## src/rtl/core/leb_pkg.sv

```systemverilog
// Package with the item types, command codes and cell controls of the line edit buffer.
`default_nettype none
package leb_pkg;

  localparam int CP_W  = 21;
  localparam int POS_W = 9;

  localparam logic [CP_W-1:0] CP_BACKSPACE = 21'd8;
  localparam logic [CP_W-1:0] CP_TAB       = 21'd9;
  localparam logic [CP_W-1:0] CP_LINEFEED  = 21'd10;
  localparam logic [CP_W-1:0] CP_RETURN    = 21'd13;

  typedef enum logic [3:0] {
    MODE_INSERT     = 4'd0,
    MODE_DEL_BEFORE = 4'd1,
    MODE_DEL_AFTER  = 4'd2,
    MODE_LEFT       = 4'd3,
    MODE_RIGHT      = 4'd4,
    MODE_HOME       = 4'd5,
    MODE_END        = 4'd6,
    MODE_SET        = 4'd7,
    MODE_CLEAR      = 4'd8,
    MODE_READ       = 4'd9
  } mode_t;

  typedef enum logic [1:0] {
    CELL_HOLD,
    CELL_INSERT,
    CELL_DELETE,
    CELL_ROTATE
  } cell_op_t;

  typedef enum logic {
    ST_IDLE,
    ST_READ
  } ctl_state_t;

  typedef struct packed {
    cell_op_t          op;
    logic [CP_W-1:0]   cp;
  } cell_ctrl_t;

  typedef struct packed {
    logic [3:0]        mode;
    logic [CP_W-1:0]   code_point;
    logic [POS_W-1:0]  position;
  } in_item_t;

  typedef struct packed {
    logic [POS_W-1:0]  cursor_now;
    logic [POS_W-1:0]  text_length;
    logic              changed;
    logic              full_res;
    logic [CP_W-1:0]   read_value;
  } out_item_t;

endpackage
`default_nettype wire

```

## src/rtl/core/leb_cell.sv

```systemverilog
// One storage cell of the character chain, shifting with its neighbors.
`default_nettype none
module leb_cell #(
  parameter int INDEX = 0,
  parameter int IDX_W = 8
) (
  input  wire logic                    clk,
  input  wire leb_pkg::cell_ctrl_t     ctrl,
  input  wire logic [IDX_W-1:0]        idx,
  input  wire logic [leb_pkg::CP_W-1:0] left_q,
  input  wire logic [leb_pkg::CP_W-1:0] right_q,
  output logic [leb_pkg::CP_W-1:0]     q
);

  localparam logic [IDX_W-1:0] MY_IDX = IDX_W'(INDEX);

  logic [leb_pkg::CP_W-1:0] q_r;
  logic [leb_pkg::CP_W-1:0] q_nxt;

  always_comb begin
    q_nxt = q_r;
    case (ctrl.op)
      leb_pkg::CELL_INSERT: begin
        if (MY_IDX == idx) begin
          q_nxt = ctrl.cp;
        end else if (MY_IDX > idx) begin
          q_nxt = left_q;
        end
      end
      leb_pkg::CELL_DELETE: begin
        if (MY_IDX >= idx) begin
          q_nxt = right_q;
        end
      end
      leb_pkg::CELL_ROTATE: q_nxt = right_q;
      default: q_nxt = q_r;
    endcase
  end

  always_ff @(posedge clk) begin
    q_r <= q_nxt;
  end

  assign q = q_r;

endmodule
`default_nettype wire

```

## config.mk

```make
export PLATFORM = sky130hd
export DESIGN_NAME = leb_cell
export DESIGN_NICKNAME = d
export VERILOG_FILES = /design/src/rtl/core/leb_pkg.sv /design/src/rtl/core/leb_cell.sv
export SDC_FILE = /design/constraint.sdc
export NUM_CORES = 1
export LEC_CHECK = 0
export BUFFER_PORTS_ARGS = -buffer_cell sky130_fd_sc_hd__buf_2
export CAP_MARGIN = 20
export CORE_ASPECT_RATIO = 1.5
export CORE_MARGIN = 3
export CORE_UTILIZATION = 40
export CTS_BUF_LIST = sky130_fd_sc_hd__clkbuf_2
export CTS_CLUSTER_DIAMETER = 100
export DETAILED_ROUTE_END_ITERATION = 10
export PLACE_DENSITY_LB_ADDON = 0.3
export SYNTH_ARGS = -nofsm -noshare
export SYNTH_HDL_FRONTEND = slang
export SYNTH_SLANG_ARGS = --single-unit
```

## constraint.sdc

```tcl
create_clock -name clk -period 2 [get_ports clk]
set_input_delay 0.1 -clock clk [delete_from_list [all_inputs] [get_ports clk]]
set_output_delay 0.1 -clock clk [all_outputs]
set_load 0.03 [all_outputs]
```

### Yosys cells after proc, flatten, opt, wreduce, memory -nomap -nowiden

Index checks and enable logic that the tools add are counted.

| word-level totals | value |
|---|---|
| output and inout bits | 21 |
| bits of input ports | 74 |
| register bits after elaboration | 21 |

| cells by class | value |
|---|---|
| equal/unequal tests | 5 |
| reductions and logical operators | 3 |
| muxes and demuxes | 4 |
| magnitude comparators | 2 |

Operator list:

| operator | number |
|---|---|
| $mux W21 | 3 |
| $pmux W21 S3 | 1 |
| $ge A1 B8 Y1 const A | 1 |
| $gt A1 B8 Y1 const A | 1 |
| $logic_not A8 Y1 | 1 |
| $eq A2 B2 Y1 const B | 2 |
| $ne A3 B3 Y1 const B | 1 |
| $reduce_and A3 Y1 | 1 |
| $reduce_bool A3 Y1 | 1 |
| $eq A2 B1 Y1 const B | 1 |
| $ne A2 B2 Y1 const B | 1 |

### Depth between registers and ports, before layout

| depth | value |
|---|---|
| word-level depth | 4 |
| mapped depth | 4 |
| gate-level depth less buffers | 3 |

### Worst setup path after synthesis

No wires, ideal clock.

| path | value |
|---|---|
| kind | input -> register |
| from | input idx[1] |
| to | register q_r (netlist bit q[0]), enable pin |
| arrival | 1226 ps |
| path slack | 394 ps |
| stages | 3 |
| library setup time | 380 ps |
| cell sequence | nor4_4 -> and2_4 -> maj3_1 |

| between the ends | value |
|---|---|
| word-level cells in the longest chain between the ends | 3 |
| elaborated cells between the ends (all ways) | 6 |
| classes of those cells | 2 x order compare; 2 x eq/ne; 2 x reduce/logical |

Ends and longest elaborated chain:

| element | line | source |
|---|---|---|
| start: declaration | leb_cell.sv:9 | `input wire logic [IDX_W-1:0] idx,` |
| $gt A1 B8 Y1, or another cell as far along | leb_cell.sv:26 | `end else if (MY_IDX > idx) begin` |
| $ne A3 B3 Y1 (no line) or $ne A2 B2 Y1 (tied branches) | n/a |  |
| $reduce_and A3 Y1 (no line) (*) | n/a |  |
| end signal: assignment | leb_cell.sv:41 | `q_r <= q_nxt;` |
| end: declaration | leb_cell.sv:17 | `logic [leb_pkg::CP_W-1:0] q_r;` |

Mark *: on every way between the ends. The rest lies on a longest branch, timed or not.
A chain may end at the register's enable or synchronous reset.

### Worst setup path in the final report

| path | value |
|---|---|
| from | input idx[5] |
| to | register q_r (netlist bit q[16]), enable pin |

Same word-level chain as after synthesis.

==> flow_summary.yaml <==
status:
  status: "finished, final reports clean"
synthesis:
  syn_nets: 196
  netlist_area_um2: 1290
  ys_ff_latch: 21
  netlist_instances: 122
  postSynthAreaPerCell_um2: 10.6
  ys.warnings.count: 0
  yosysSeqAreaShare_pct: 49.0
  ys_types: 11
clocking:
  clkTransAtPathRegs_ns: 0.19
  htreeDepth: 1
  postCtsHoldBufs: 0
  clockRootBuffer: "clkbuf_2"
  clock_sinks: 21
  cts_buffer_depth: 2
  cts_buffers: 3
  post_cts_buffers: 0
  cts_resized: 0
  cts_tree: "yes"
power:
  ir_drop_mv: 0.259
  p_per_area_nw_per_um2: 536
  cellLeakagePower_nw: 0.825
die:
  die_y_um: 75.5
  die_w_um: 52.3
  fp-row-count: 24
  dieArea_um2: 3950
  core_um2: 3000
  ios: 95
  initial_core_util_pct: 42.9
detailed_routing:
  dr.pass1.iters: 6
  wl_per_cell_um: 13.9
  wl_um: 3500
  vias: 1312
  drt_iter0_markers: 35
  route.detailed.drc: 0
  via_per_inst: 5.23
  drtAntennaViolNets: 0
timing:
  drv_slew: 0
  max_slew_margin_pct: 70.7
  tns_ns: 0
  period_share_pct: 54.4
  worstMarginPinSlew_ns: 0.439
  whs_ns: 0.0728
  fmax_mhz: 919
  hold_viol_final: 0
  grt_setup_unrepaired: "no"
  setup_viol: 0
  period_needed_ns: 1.09
placement:
  place.gp.congestion: 0.716
  hpwl_um: 2690
  portBuffers: 94
hold_path:
  hold_path_class: "in2reg"
critical_path:
  cp.required_ns: 2.02
  crit_end: "q[16]"
  setup.worst_path.class: "in2reg"
  cp_num_cells: 5
  cp.arrival_ns: 1.11
  slowest_delay_ns: 0.29
  start_kind: "input port"
  crit_path_top_delay_cell: "nor4_4"
  path_cells: "buf_2, nor4_4, and2_4, maj3_1, buf_4"
  cp_num_buf_inv: 2
  cp_max_fo: 21
  critPathTopFamily: "simple AND/OR/NAND/NOR gates"
  endpoint_kind: "register"
  startpoint: "idx[5]"
finish:
  area_growth_pct: 39.6
  layout-drive-gt1-share_pct: 50.0
  n_antenna_cell: 0
  largest_register_ffs: 21
  fill_cells: 262
  utilization_pct: 59.8
  layout.nets: 287
global_routing:
  grt_pass1_wl_um: 5210
  grt_antenna_before_repair: 0
  grt_max_degree: 34
  grt_overflow: 0
  track_usage_pct: 17.2
  grt_pass1_vias: 1232
flow_run:
  maxCapViolations: 0
through the flow:
stage	area [um^2]	setup WS, ns	instances	total power, mW
after floorplan	1290	0.394	122	0.686
after global placement	1770	0.590	247	0.797
after CTS	1800	0.911	251	0.973
final	1800	0.911	251	0.964
after detailed placement	1770	0.545	247	0.805
after global routing	1800	0.835	251	1.01
how the worst min path moves through the flow:
stage                      from    end  slack (ns)  cells past startpoint
floorplan           right_q[19]  q[19]        0.30                      2
global placement    right_q[19]  q[19]        0.39                      3
detailed placement  right_q[13]  q[13]        0.40                      3
finish              right_q[13]  q[13]        0.07                      3
global route         right_q[0]   q[0]        0.07                      3
CTS                 right_q[13]  q[13]        0.06                      3
worst min-delay path: cells and delay by family:
family                 cells  cell delay, ns
buffers and inverters      1            0.07
AO/OA/AOI/OAI              1            0.07
AND/OR/NAND/NOR            1            0.04
cell type report:
class / instances / area (um^2) / area share (%)
Clock buffer: 3 / 15.0 / 0.836
Multi-Input combinational cell: 67 / 508 / 28.3
Timing Repair Buffer: 99 / 508 / 28.3
Clock inverter: 1 / 7.51 / 0.418
Inverter: 21 / 78.8 / 4.39
Sequential cell: 21 / 631 / 35.1
Tap cell: 39 / 48.8 / 2.72
per-layer routing:
| layer | track usage (%) | up-vias | routed length, um |
|---|---|---|---|
| met1 | 19.2 | 598 | 1230 |
| met5 | 0 | - | 0 |
| li1 | - | 642 | - |
| met2 | 32.7 | 70 | 1960 |
| met4 | 5.97 | 0 | 26 |
| met3 | 2.15 | 2 | 278 |
cells in the final DEF, fill, tap and decap left out:
cell type | netlist | final
nand2_1 | 21 | 21
o311ai_1 | 21 | 21
clkinvlp_4 | 0 | 1
buf_2 | 5 | 94
and2_4 | 1 | 1
clkbuf_2 | 0 | 3
buf_4 | 0 | 5
nor4_4 | 2 | 2
inv_1 | 21 | 21
edfxtp_1 | 21 | 21
nand4b_1 | 21 | 21
maj3_1 | 1 | 1
synth_stat cells:
cell type,n,area (um^2)
and2_4,1,8.76
buf_2,5,25.0
buf_6,2,22.5
clkbuf_1,6,22.5
edfxtp_1,21,631
inv_1,21,78.8
maj3_1,1,10.0
nand2_1,21,78.8
nand4b_1,21,184
nor4_4,2,42.5
o311ai_1,21,184
cell families (layout without fill, tap and decap cells):
logic type,Yosys count,after routing,synth area share [%]
AOI/OAI and AO/OA,21,21,14.3
adders and majority gates,1,1,0.777
buffers and inverters,34,124,11.6
DFF,21,21,49.0
and+or+nand+nor,45,45,24.4
power breakdown:
group,switching [mW],internal [mW]
sequential,0.00765,0.524
combinational,0.153,0.108
clock,0.125,0.0466
total,0.285,0.679
(Power assumes the default switching activity.)
