**src/rtl/core/leb_pkg.sv**
```systemverilog
// Package with the item types, command codes and cell controls of the line edit buffer.
`default_nettype none
package leb_pkg;

  localparam int CP_W  = 21;
  localparam int POS_W = 9;

  localparam logic [CP_W-1:0] CP_BACKSPACE = 21'd8;
  localparam logic [CP_W-1:0] CP_TAB       = 21'd9;
  localparam logic [CP_W-1:0] CP_LINEFEED  = 21'd10;
  localparam logic [CP_W-1:0] CP_RETURN    = 21'd13;

  typedef enum logic [3:0] {
    MODE_INSERT     = 4'd0,
    MODE_DEL_BEFORE = 4'd1,
    MODE_DEL_AFTER  = 4'd2,
    MODE_LEFT       = 4'd3,
    MODE_RIGHT      = 4'd4,
    MODE_HOME       = 4'd5,
    MODE_END        = 4'd6,
    MODE_SET        = 4'd7,
    MODE_CLEAR      = 4'd8,
    MODE_READ       = 4'd9
  } mode_t;

  typedef enum logic [1:0] {
    CELL_HOLD,
    CELL_INSERT,
    CELL_DELETE,
    CELL_ROTATE
  } cell_op_t;

  typedef enum logic {
    ST_IDLE,
    ST_READ
  } ctl_state_t;

  typedef struct packed {
    cell_op_t          op;
    logic [CP_W-1:0]   cp;
  } cell_ctrl_t;

  typedef struct packed {
    logic [3:0]        mode;
    logic [CP_W-1:0]   code_point;
    logic [POS_W-1:0]  position;
  } in_item_t;

  typedef struct packed {
    logic [POS_W-1:0]  cursor_now;
    logic [POS_W-1:0]  text_length;
    logic              changed;
    logic              full_res;
    logic [CP_W-1:0]   read_value;
  } out_item_t;

endpackage
`default_nettype wire

```
**src/rtl/core/leb_ctrl.sv**
```systemverilog
// Command sequencer holding cursor and length and steering the cell chain.
`default_nettype none
module leb_ctrl #(
  parameter int MAX_CHARS = 256,
  parameter int LEN_W     = 9,
  parameter int IDX_W     = 8
) (
  input  wire logic                     clk,
  input  wire logic                     rst_n,
  input  wire logic                     start,
  input  wire leb_pkg::in_item_t        in_item,
  input  wire logic [leb_pkg::CP_W-1:0] head_q,
  output logic                          busy,
  output leb_pkg::cell_ctrl_t           cell_ctrl,
  output logic [IDX_W-1:0]              cell_idx,
  output logic                          out_valid,
  output leb_pkg::out_item_t            out_item
);

  localparam int CMP_W = (LEN_W > leb_pkg::POS_W) ? LEN_W : leb_pkg::POS_W;
  localparam logic [LEN_W-1:0] MAX_LEN  = LEN_W'(MAX_CHARS);
  localparam logic [IDX_W-1:0] LAST_IDX = IDX_W'(MAX_CHARS - 1);

  leb_pkg::ctl_state_t state_r, state_nxt;
  logic [LEN_W-1:0]    cur_r, cur_nxt;
  logic [LEN_W-1:0]    len_r, len_nxt;
  logic [IDX_W-1:0]    cnt_r, cnt_nxt;
  logic [CMP_W-1:0]    pos_r, pos_nxt;
  logic                rd_ok_r, rd_ok_nxt;
  logic [leb_pkg::CP_W-1:0] rd_r, rd_nxt;
  logic                out_valid_r, out_valid_nxt;
  leb_pkg::out_item_t  out_r, out_nxt;

  logic                accept;
  logic                changed;
  logic                full;
  logic                skip_cp;
  logic [CMP_W-1:0]    pos_x;
  logic [CMP_W-1:0]    len_x;
  logic                hit;

  assign accept  = start && (state_r == leb_pkg::ST_IDLE);
  assign pos_x   = CMP_W'(in_item.position);
  assign len_x   = CMP_W'(len_r);
  assign skip_cp = (in_item.code_point == leb_pkg::CP_BACKSPACE) ||
                   (in_item.code_point == leb_pkg::CP_TAB) ||
                   (in_item.code_point == leb_pkg::CP_LINEFEED) ||
                   (in_item.code_point == leb_pkg::CP_RETURN);
  assign hit     = rd_ok_r && (CMP_W'(cnt_r) == pos_r);

  always_comb begin
    state_nxt = state_r;
    unique case (state_r)
      leb_pkg::ST_IDLE: begin
        if (accept && (leb_pkg::mode_t'(in_item.mode) == leb_pkg::MODE_READ)) begin
          state_nxt = leb_pkg::ST_READ;
        end
      end
      leb_pkg::ST_READ: begin
        if (cnt_r == LAST_IDX) begin
          state_nxt = leb_pkg::ST_IDLE;
        end
      end
      default: state_nxt = leb_pkg::ST_IDLE;
    endcase
  end

  always_comb begin
    cur_nxt       = cur_r;
    len_nxt       = len_r;
    cnt_nxt       = cnt_r;
    pos_nxt       = pos_r;
    rd_ok_nxt     = rd_ok_r;
    rd_nxt        = rd_r;
    changed       = 1'b0;
    full          = 1'b0;
    cell_ctrl.op  = leb_pkg::CELL_HOLD;
    cell_ctrl.cp  = in_item.code_point;
    cell_idx      = IDX_W'(cur_r);
    out_valid_nxt = 1'b0;
    out_nxt       = out_r;
    unique case (state_r)
      leb_pkg::ST_IDLE: begin
        if (accept) begin
          case (leb_pkg::mode_t'(in_item.mode))
            leb_pkg::MODE_INSERT: begin
              if (!skip_cp) begin
                if (len_r == MAX_LEN) begin
                  full = 1'b1;
                end else begin
                  cell_ctrl.op = leb_pkg::CELL_INSERT;
                  cur_nxt = cur_r + 1'b1;
                  len_nxt = len_r + 1'b1;
                  changed = 1'b1;
                end
              end
            end
            leb_pkg::MODE_DEL_BEFORE: begin
              if (cur_r != '0) begin
                cell_ctrl.op = leb_pkg::CELL_DELETE;
                cell_idx = IDX_W'(cur_r - 1'b1);
                cur_nxt = cur_r - 1'b1;
                len_nxt = len_r - 1'b1;
                changed = 1'b1;
              end
            end
            leb_pkg::MODE_DEL_AFTER: begin
              if (cur_r < len_r) begin
                cell_ctrl.op = leb_pkg::CELL_DELETE;
                len_nxt = len_r - 1'b1;
                changed = 1'b1;
              end
            end
            leb_pkg::MODE_LEFT: begin
              if (cur_r != '0) begin
                cur_nxt = cur_r - 1'b1;
              end
            end
            leb_pkg::MODE_RIGHT: begin
              if (cur_r < len_r) begin
                cur_nxt = cur_r + 1'b1;
              end
            end
            leb_pkg::MODE_HOME: cur_nxt = '0;
            leb_pkg::MODE_END:  cur_nxt = len_r;
            leb_pkg::MODE_SET:  cur_nxt = (pos_x > len_x) ? len_r : LEN_W'(pos_x);
            leb_pkg::MODE_CLEAR: begin
              changed = (len_r != '0);
              cur_nxt = '0;
              len_nxt = '0;
            end
            leb_pkg::MODE_READ: begin
              cnt_nxt   = '0;
              pos_nxt   = pos_x;
              rd_ok_nxt = (pos_x < len_x);
              rd_nxt    = '0;
            end
            default: ;
          endcase
          if (leb_pkg::mode_t'(in_item.mode) != leb_pkg::MODE_READ) begin
            out_valid_nxt       = 1'b1;
            out_nxt.cursor_now  = leb_pkg::POS_W'(cur_nxt);
            out_nxt.text_length = leb_pkg::POS_W'(len_nxt);
            out_nxt.changed     = changed;
            out_nxt.full_res    = full;
            out_nxt.read_value  = '0;
          end
        end
      end
      leb_pkg::ST_READ: begin
        cell_ctrl.op = leb_pkg::CELL_ROTATE;
        cnt_nxt = cnt_r + 1'b1;
        if (hit) begin
          rd_nxt = head_q;
        end
        if (cnt_r == LAST_IDX) begin
          out_valid_nxt       = 1'b1;
          out_nxt.cursor_now  = leb_pkg::POS_W'(cur_r);
          out_nxt.text_length = leb_pkg::POS_W'(len_r);
          out_nxt.changed     = 1'b0;
          out_nxt.full_res    = 1'b0;
          out_nxt.read_value  = hit ? head_q : rd_r;
        end
      end
      default: ;
    endcase
  end

  always_ff @(posedge clk) begin
    if (!rst_n) begin
      state_r     <= leb_pkg::ST_IDLE;
      cur_r       <= '0;
      len_r       <= '0;
      out_valid_r <= 1'b0;
    end else begin
      state_r     <= state_nxt;
      cur_r       <= cur_nxt;
      len_r       <= len_nxt;
      out_valid_r <= out_valid_nxt;
    end
  end

  always_ff @(posedge clk) begin
    cnt_r   <= cnt_nxt;
    pos_r   <= pos_nxt;
    rd_ok_r <= rd_ok_nxt;
    rd_r    <= rd_nxt;
    out_r   <= out_nxt;
  end

  assign busy      = (state_r != leb_pkg::ST_IDLE);
  assign out_valid = out_valid_r;
  assign out_item  = out_r;

endmodule
`default_nettype wire
```
**config.mk**
```make
export PLATFORM = sky130hd
export DESIGN_NAME = leb_ctrl
export DESIGN_NICKNAME = d
export VERILOG_FILES = /design/src/rtl/core/leb_pkg.sv /design/src/rtl/core/leb_ctrl.sv
export SDC_FILE = /design/constraint.sdc
export NUM_CORES = 1
export LEC_CHECK = 0
export BUFFER_PORTS_ARGS = -buffer_cell sky130_fd_sc_hd__buf_4
export CAP_MARGIN = 10
export CORE_UTILIZATION = 59
export DETAILED_ROUTE_END_ITERATION = 10
export PLACE_DENSITY = 0.86
export SLEW_MARGIN = 20
export SYNTH_ARGS = -nofsm -noshare
export SYNTH_HDL_FRONTEND = slang
export SYNTH_SLANG_ARGS = --single-unit
```
**constraint.sdc**
```tcl
create_clock -name clk -period 12.18 [get_ports clk]
set_input_delay 0.609 -clock clk [delete_from_list [all_inputs] [get_ports clk]]
set_output_delay 0.609 -clock clk [all_outputs]
set_load 0.02 [all_outputs]
```
After elaboration in Yosys (flattened, before gate mapping)

Cells that the tools add are included.

Memories: 0
Output and inout port bits: 74
Latch bits: 0
Word-level logic and storage cells: 106
Bits of input ports: 58
Bits in writable memories: 0
Bits in read-only memories: 0
Register bits after elaboration: 100

Bitwise logic cells: 1
$add $sub $neg: 5
Reduce and logical (&&, ||, !) cells: 15
Magnitude comparators: 3
$mul: 0
Mux-type cells: 48
Eq/ne operators: 21
Shift-type cells: 0
Div/mod/pow operators: 0

Operator list:

| kind                | number |
|---|---|
| $mux 41             | 3 |
| $eq 21x4->1 const B | 4 |
| $pmux 41 s2         | 1 |
| $mux 9              | 9 |
| $mux 21             | 3 |
| $pmux 9 s6          | 1 |
| $mux 8              | 6 |
| $pmux 21 s2         | 1 |
| $pmux 9 s4          | 1 |
| $add 9x1->9 const B | 2 |
| $lt 9x9->1          | 2 |
| $reduce_bool 9->1   | 2 |
| $sub 9x1->9 const B | 2 |
| $eq 4x3->1 const B  | 4 |
| $pmux 8 s2          | 1 |
| $mux 1              | 14 |
| $eq 8x9->1          | 1 |
| $eq 9x9->1 const B  | 1 |
| $gt 9x9->1          | 1 |
| $add 8x1->8 const B | 1 |
| $eq 4x2->1 const B  | 2 |
| $eq 4x4->1 const B  | 2 |
| $eq 8x8->1 const B  | 1 |
| $mux 2              | 3 |
| other kinds (15)    | 25 |

Depth between registers and ports, before layout

Depth in word-level cells: 9
Depth in mapped cells: 11
Depth with buffers taken out: 9

Least setup slack after synthesis

Ideal clock, no wire load.

Kind: input-to-reg
From: input port in_item[31] (netlist bit)
To: register out_r, in the netlist out_item[0] (enable)
Data arrival time: 3.947 ns
Cell stages on the path: 4
Data required time: 11.682 ns
Buffers on the path: 1
Path slack: 7.735 ns
Path through: buf_2 > nand2b_1 > nor2_1 > o21ai_0

Longest elaborated chain between the ends: 3

RTL lines:

| item                              | line            | RTL |
|---|---|---|
| start, declared                   | leb_ctrl.sv:11  | `input wire leb_pkg::in_item_t in_item,` |
| $ne 4x4->1                        | leb_ctrl.sv:140 | `if (leb_pkg::mode_t'(in_item.mode) != leb_pkg::MODE_READ) begin` |
| $ne 2x1->1 (no source line)       | -               |  |
| $reduce_and 3->1 (no source line) | -               |  |
| end signal, assigned              | leb_ctrl.sv:188 | `out_r <= out_nxt;` |
| end, declared                     | leb_ctrl.sv:32  | `leb_pkg::out_item_t out_r, out_nxt;` |

Every way passes these cells.
A chain may end at the register's enable or synchronous reset.

==> impl_metrics.ini <==
[die]
floorplan_die_height_um = 103
dieWidth_um = 103
initial_cell_density_of_the_core_pct = 61.2
row_count = 36
design.die.area_mm2 = 0.0106
design.portCount = 132
coreArea_mm2 = 0.00982

[setup_path]
path_class = register to output port
cp_data_required_time_ns = 11.57
timing.reg2reg.setup_slack_ns = 8.67
critical_path.reg2reg.startpoint = len_r[2]$_SDFFE_PN0P_
critPathMaxFanout = 7
arrival_worst_endpoint_ns = 3.19
crit_path_start_kind = register
regToRegEndpoint = out_item[40]$_DFFE_PP_
ff2ff_path_depth = 9
critical_path.endpoint_type = output port

[hold_path]
worst_hold_startpoint = in_item[8]
worstHoldPathType = primary input to register
holdPathEnd = pos_r[8]$_DFFE_PP_
worst_hold_path.num_cells = 1

[route]
drt_first_pass_iters = 6
drt_iter0_markers = 452
post-route-drc-count = 0
antenna_violating_nets_post_route = 0
wire_per_inst_um = 18.7
postRouteWirelength_um = 15500
vias_per_cell = 6.25
route.vias.total = 5191

[yosys]
synth_seq_cells = 100
synth_largest_type_area_fraction_pct = 40.0
cells_taking_the_most_area_after_synthesis = sky130_fd_sc_hd__edfxtp_1, sky130_fd_sc_hd__dfxtp_1, sky130_fd_sc_hd__nor2_1
syn_nets = 678
yosysTopAreaCell = sky130_fd_sc_hd__edfxtp_1
synth-edff-count = 80
synth_area_mm2 = 0.00601
synth_top_flop_cell = sky130_fd_sc_hd__edfxtp_1
syn_avg_cell_area_um2 = 10.1
netlist-cell-type-count = 72
sequential_cell_area_fraction_in_the_yosys_report_pct = 46.6
yosysWarningCount = 0
syn_inst = 597
asyncSetResetFlopFracSynth_pct = 0

[placed_design]
hpwlAfterDp_um = 11500
gp_congestion = 0.950
io_buffer_count = 131

[clock_tree]
cts.clk_slew.worst_paths_ns = 0.11
cts_setup_buffers = 0
cts_max_level = 3
tritoncts.num_buffers = 9
cts_tree = yes
clk_path_buf_depth = 2
cts_resized = 0
cts.sink_count = 100
cts-root-buf = sky130_fd_sc_hd__clkbuf_8
cts-hold-fix-buffers = 0
worst_skew_pair.late_latency_ns = 0.38

[final_layout]
footprint_of_the_multi_input_gates_mm2 = 0.00287
filler_cell_count = 724
layout_commonest_cell = sky130_fd_sc_hd__buf_4
design.final.nets = 773
layout_common_cells = sky130_fd_sc_hd__buf_4, sky130_fd_sc_hd__edfxtp_1, sky130_fd_sc_hd__nor2_1
layout-area-overhead-vs-synth_pct = 18.9
num_antenna_cells = 0
sequential_cell_area_mm2 = 0.00280
drive_above_1_share_pct = 24.5

[flow_run]
max_cap_viol_count = 0

[global_route]
first_global_vias = 4749
grt_pass1_wl_um = 24100
grt.busiest_layer = met2
pin_count_of_the_biggest_net_entering_global_routing = 48
antenna_violations_before_repair = 0
gr-total-overflow = 0
gr-usage-met1_pct = 39.7
grt_util_all_layers_pct = 30.1
grtUsageMet3_pct = 5.29
global_route.usage.met2_pct = 49.6

[sta]
drv_slew = 0
worst_clock_skew_ns = 0.0181
timing.final.crit_share_pct = 31.2
tightest_slew_ns = 0.887
finalSetupViolations = 0
finalSetupTns_ns = 0
grt_setup_unrepaired = no
hold_viol_final = 0
timing.slew.headroom_pct = 40.4
max_freq_mhz = 263
min_period_ns = 3.80

[pwr]
pwr_density_cell_mw_per_mm2 = 112
finalPower_mw = 0.801
leakage_nw = 2.95
worst_ir_drop_vdd_uv = 69.7

[run_status]
result_of_the_run = finished clean
sequential cells by signal, summed over array words and instances, names as in the netlist:
| signal | count |
|---|---|
| cur_r | 9 |
| rd_r | 21 |
| len_r | 9 |
| out_valid | 1 |
| busy | 1 |
| cnt_r | 8 |
| rd_ok_r | 1 |
| pos_r | 9 |
| out_item | 41 |
layout make-up:
cell class	instances	share of cell area [%]
Clock buffer	10	1.79
Clock inverter	6	1.28
Inverter	19	0.998
Multi-Input combinational cell	426	40.1
Sequential cell	100	39.2
Tap cell	133	2.33
Timing Repair Buffer	136	14.3
power breakdown:
part	internal, mW	total [mW]	leakage [nW]	switching (mW)
sequential	0.384	0.400	0.942	0.0152
clock	0.118	0.235	0.112	0.117
combinational	0.0691	0.166	1.90	0.0971
layer usage:
metal  vias up  part of all wire (%)
met5         -                     0
met2       272                    48
li1       2427                     -
met3        38                   8.5
met1      2454                    41
met4         0                   2.6
kinds of logic (layout without fill, tap and decap cells):
group           count (synthesis)  count (layout)  synth area share (%)
fa+ha+maj                      23              23                  4.79
buf+inv                        71             171                  5.93
xor+xnor                       22              22                  3.21
mux                            28              28                  4.81
simple gates                  197             197                  17.2
flops                         100             100                  46.6
compound gates                156             156                  17.4
worst max-delay path: stages (launching register included):
cell	delay (ns)
sky130_fd_sc_hd__dfxtp_1	0.51
sky130_fd_sc_hd__inv_1	0.20
sky130_fd_sc_hd__ha_1	0.35
sky130_fd_sc_hd__a21oi_1	0.17
sky130_fd_sc_hd__o21ai_0	0.17
sky130_fd_sc_hd__a211oi_1	0.57
sky130_fd_sc_hd__a31oi_1	0.35
sky130_fd_sc_hd__o21ai_0	0.32
sky130_fd_sc_hd__buf_4	0.19
synth_stat cells (4+ instances only):
library cell,n
sky130_fd_sc_hd__or3_1,4
sky130_fd_sc_hd__dfxtp_1,20
sky130_fd_sc_hd__buf_1,4
sky130_fd_sc_hd__clkbuf_1,20
sky130_fd_sc_hd__buf_4,22
sky130_fd_sc_hd__nand3_1,12
sky130_fd_sc_hd__nor4_1,4
sky130_fd_sc_hd__nor2b_1,8
sky130_fd_sc_hd__xnor2_1,16
sky130_fd_sc_hd__and2_1,6
sky130_fd_sc_hd__o21ai_0,33
sky130_fd_sc_hd__a31oi_1,18
sky130_fd_sc_hd__nor3_1,10
sky130_fd_sc_hd__a21o_1,4
sky130_fd_sc_hd__nand2_1,22
sky130_fd_sc_hd__nand4_1,8
sky130_fd_sc_hd__a221oi_1,4
sky130_fd_sc_hd__and3_1,17
sky130_fd_sc_hd__nor3b_1,4
sky130_fd_sc_hd__buf_2,5
sky130_fd_sc_hd__xor2_1,6
sky130_fd_sc_hd__nand2b_1,6
sky130_fd_sc_hd__inv_1,19
sky130_fd_sc_hd__nor2_1,77
sky130_fd_sc_hd__edfxtp_1,80
sky130_fd_sc_hd__mux2i_1,24
sky130_fd_sc_hd__ha_1,23
sky130_fd_sc_hd__a211oi_1,8
sky130_fd_sc_hd__o21a_1,4
sky130_fd_sc_hd__a21oi_1,33
sky130_fd_sc_hd__o211ai_1,6
sky130_fd_sc_hd__o22ai_1,7
through the flow:
stage,hold WS [ns],area (um^2),worst slack [ns],std cells,utilization [%]
floorplan,0.553,6010,7.74,597,-
global placement,0.587,6920,8.80,814,70.5
detailed placement,0.614,6920,8.70,814,70.5
CTS,0.432,7140,8.48,830,72.7
global route,0.426,7150,8.27,830,72.8
finish,0.439,7150,8.38,830,72.8
worst max-delay path by stage:
stage	start	end	slack, ns	depth (start not counted)
2_1_floorplan	in_item[31]	out_item[0]$_SDFFCE_PN0P_	7.74	4
5_1_grt	cur_r[2]$_SDFFE_PN0P_	cell_ctrl[22]	8.27	7
6_report	len_r[6]$_SDFFE_PN0P_	cell_ctrl[22]	8.38	8
3_3_place_gp	in_item[33]	cell_idx[4]	8.80	8
3_5_place_dp	in_item[33]	cell_idx[2]	8.70	8
4_1_cts	len_r[6]$_SDFFE_PN0P_	cell_ctrl[22]	8.48	8
No activity file was read; power rests on OpenSTA's default activity.
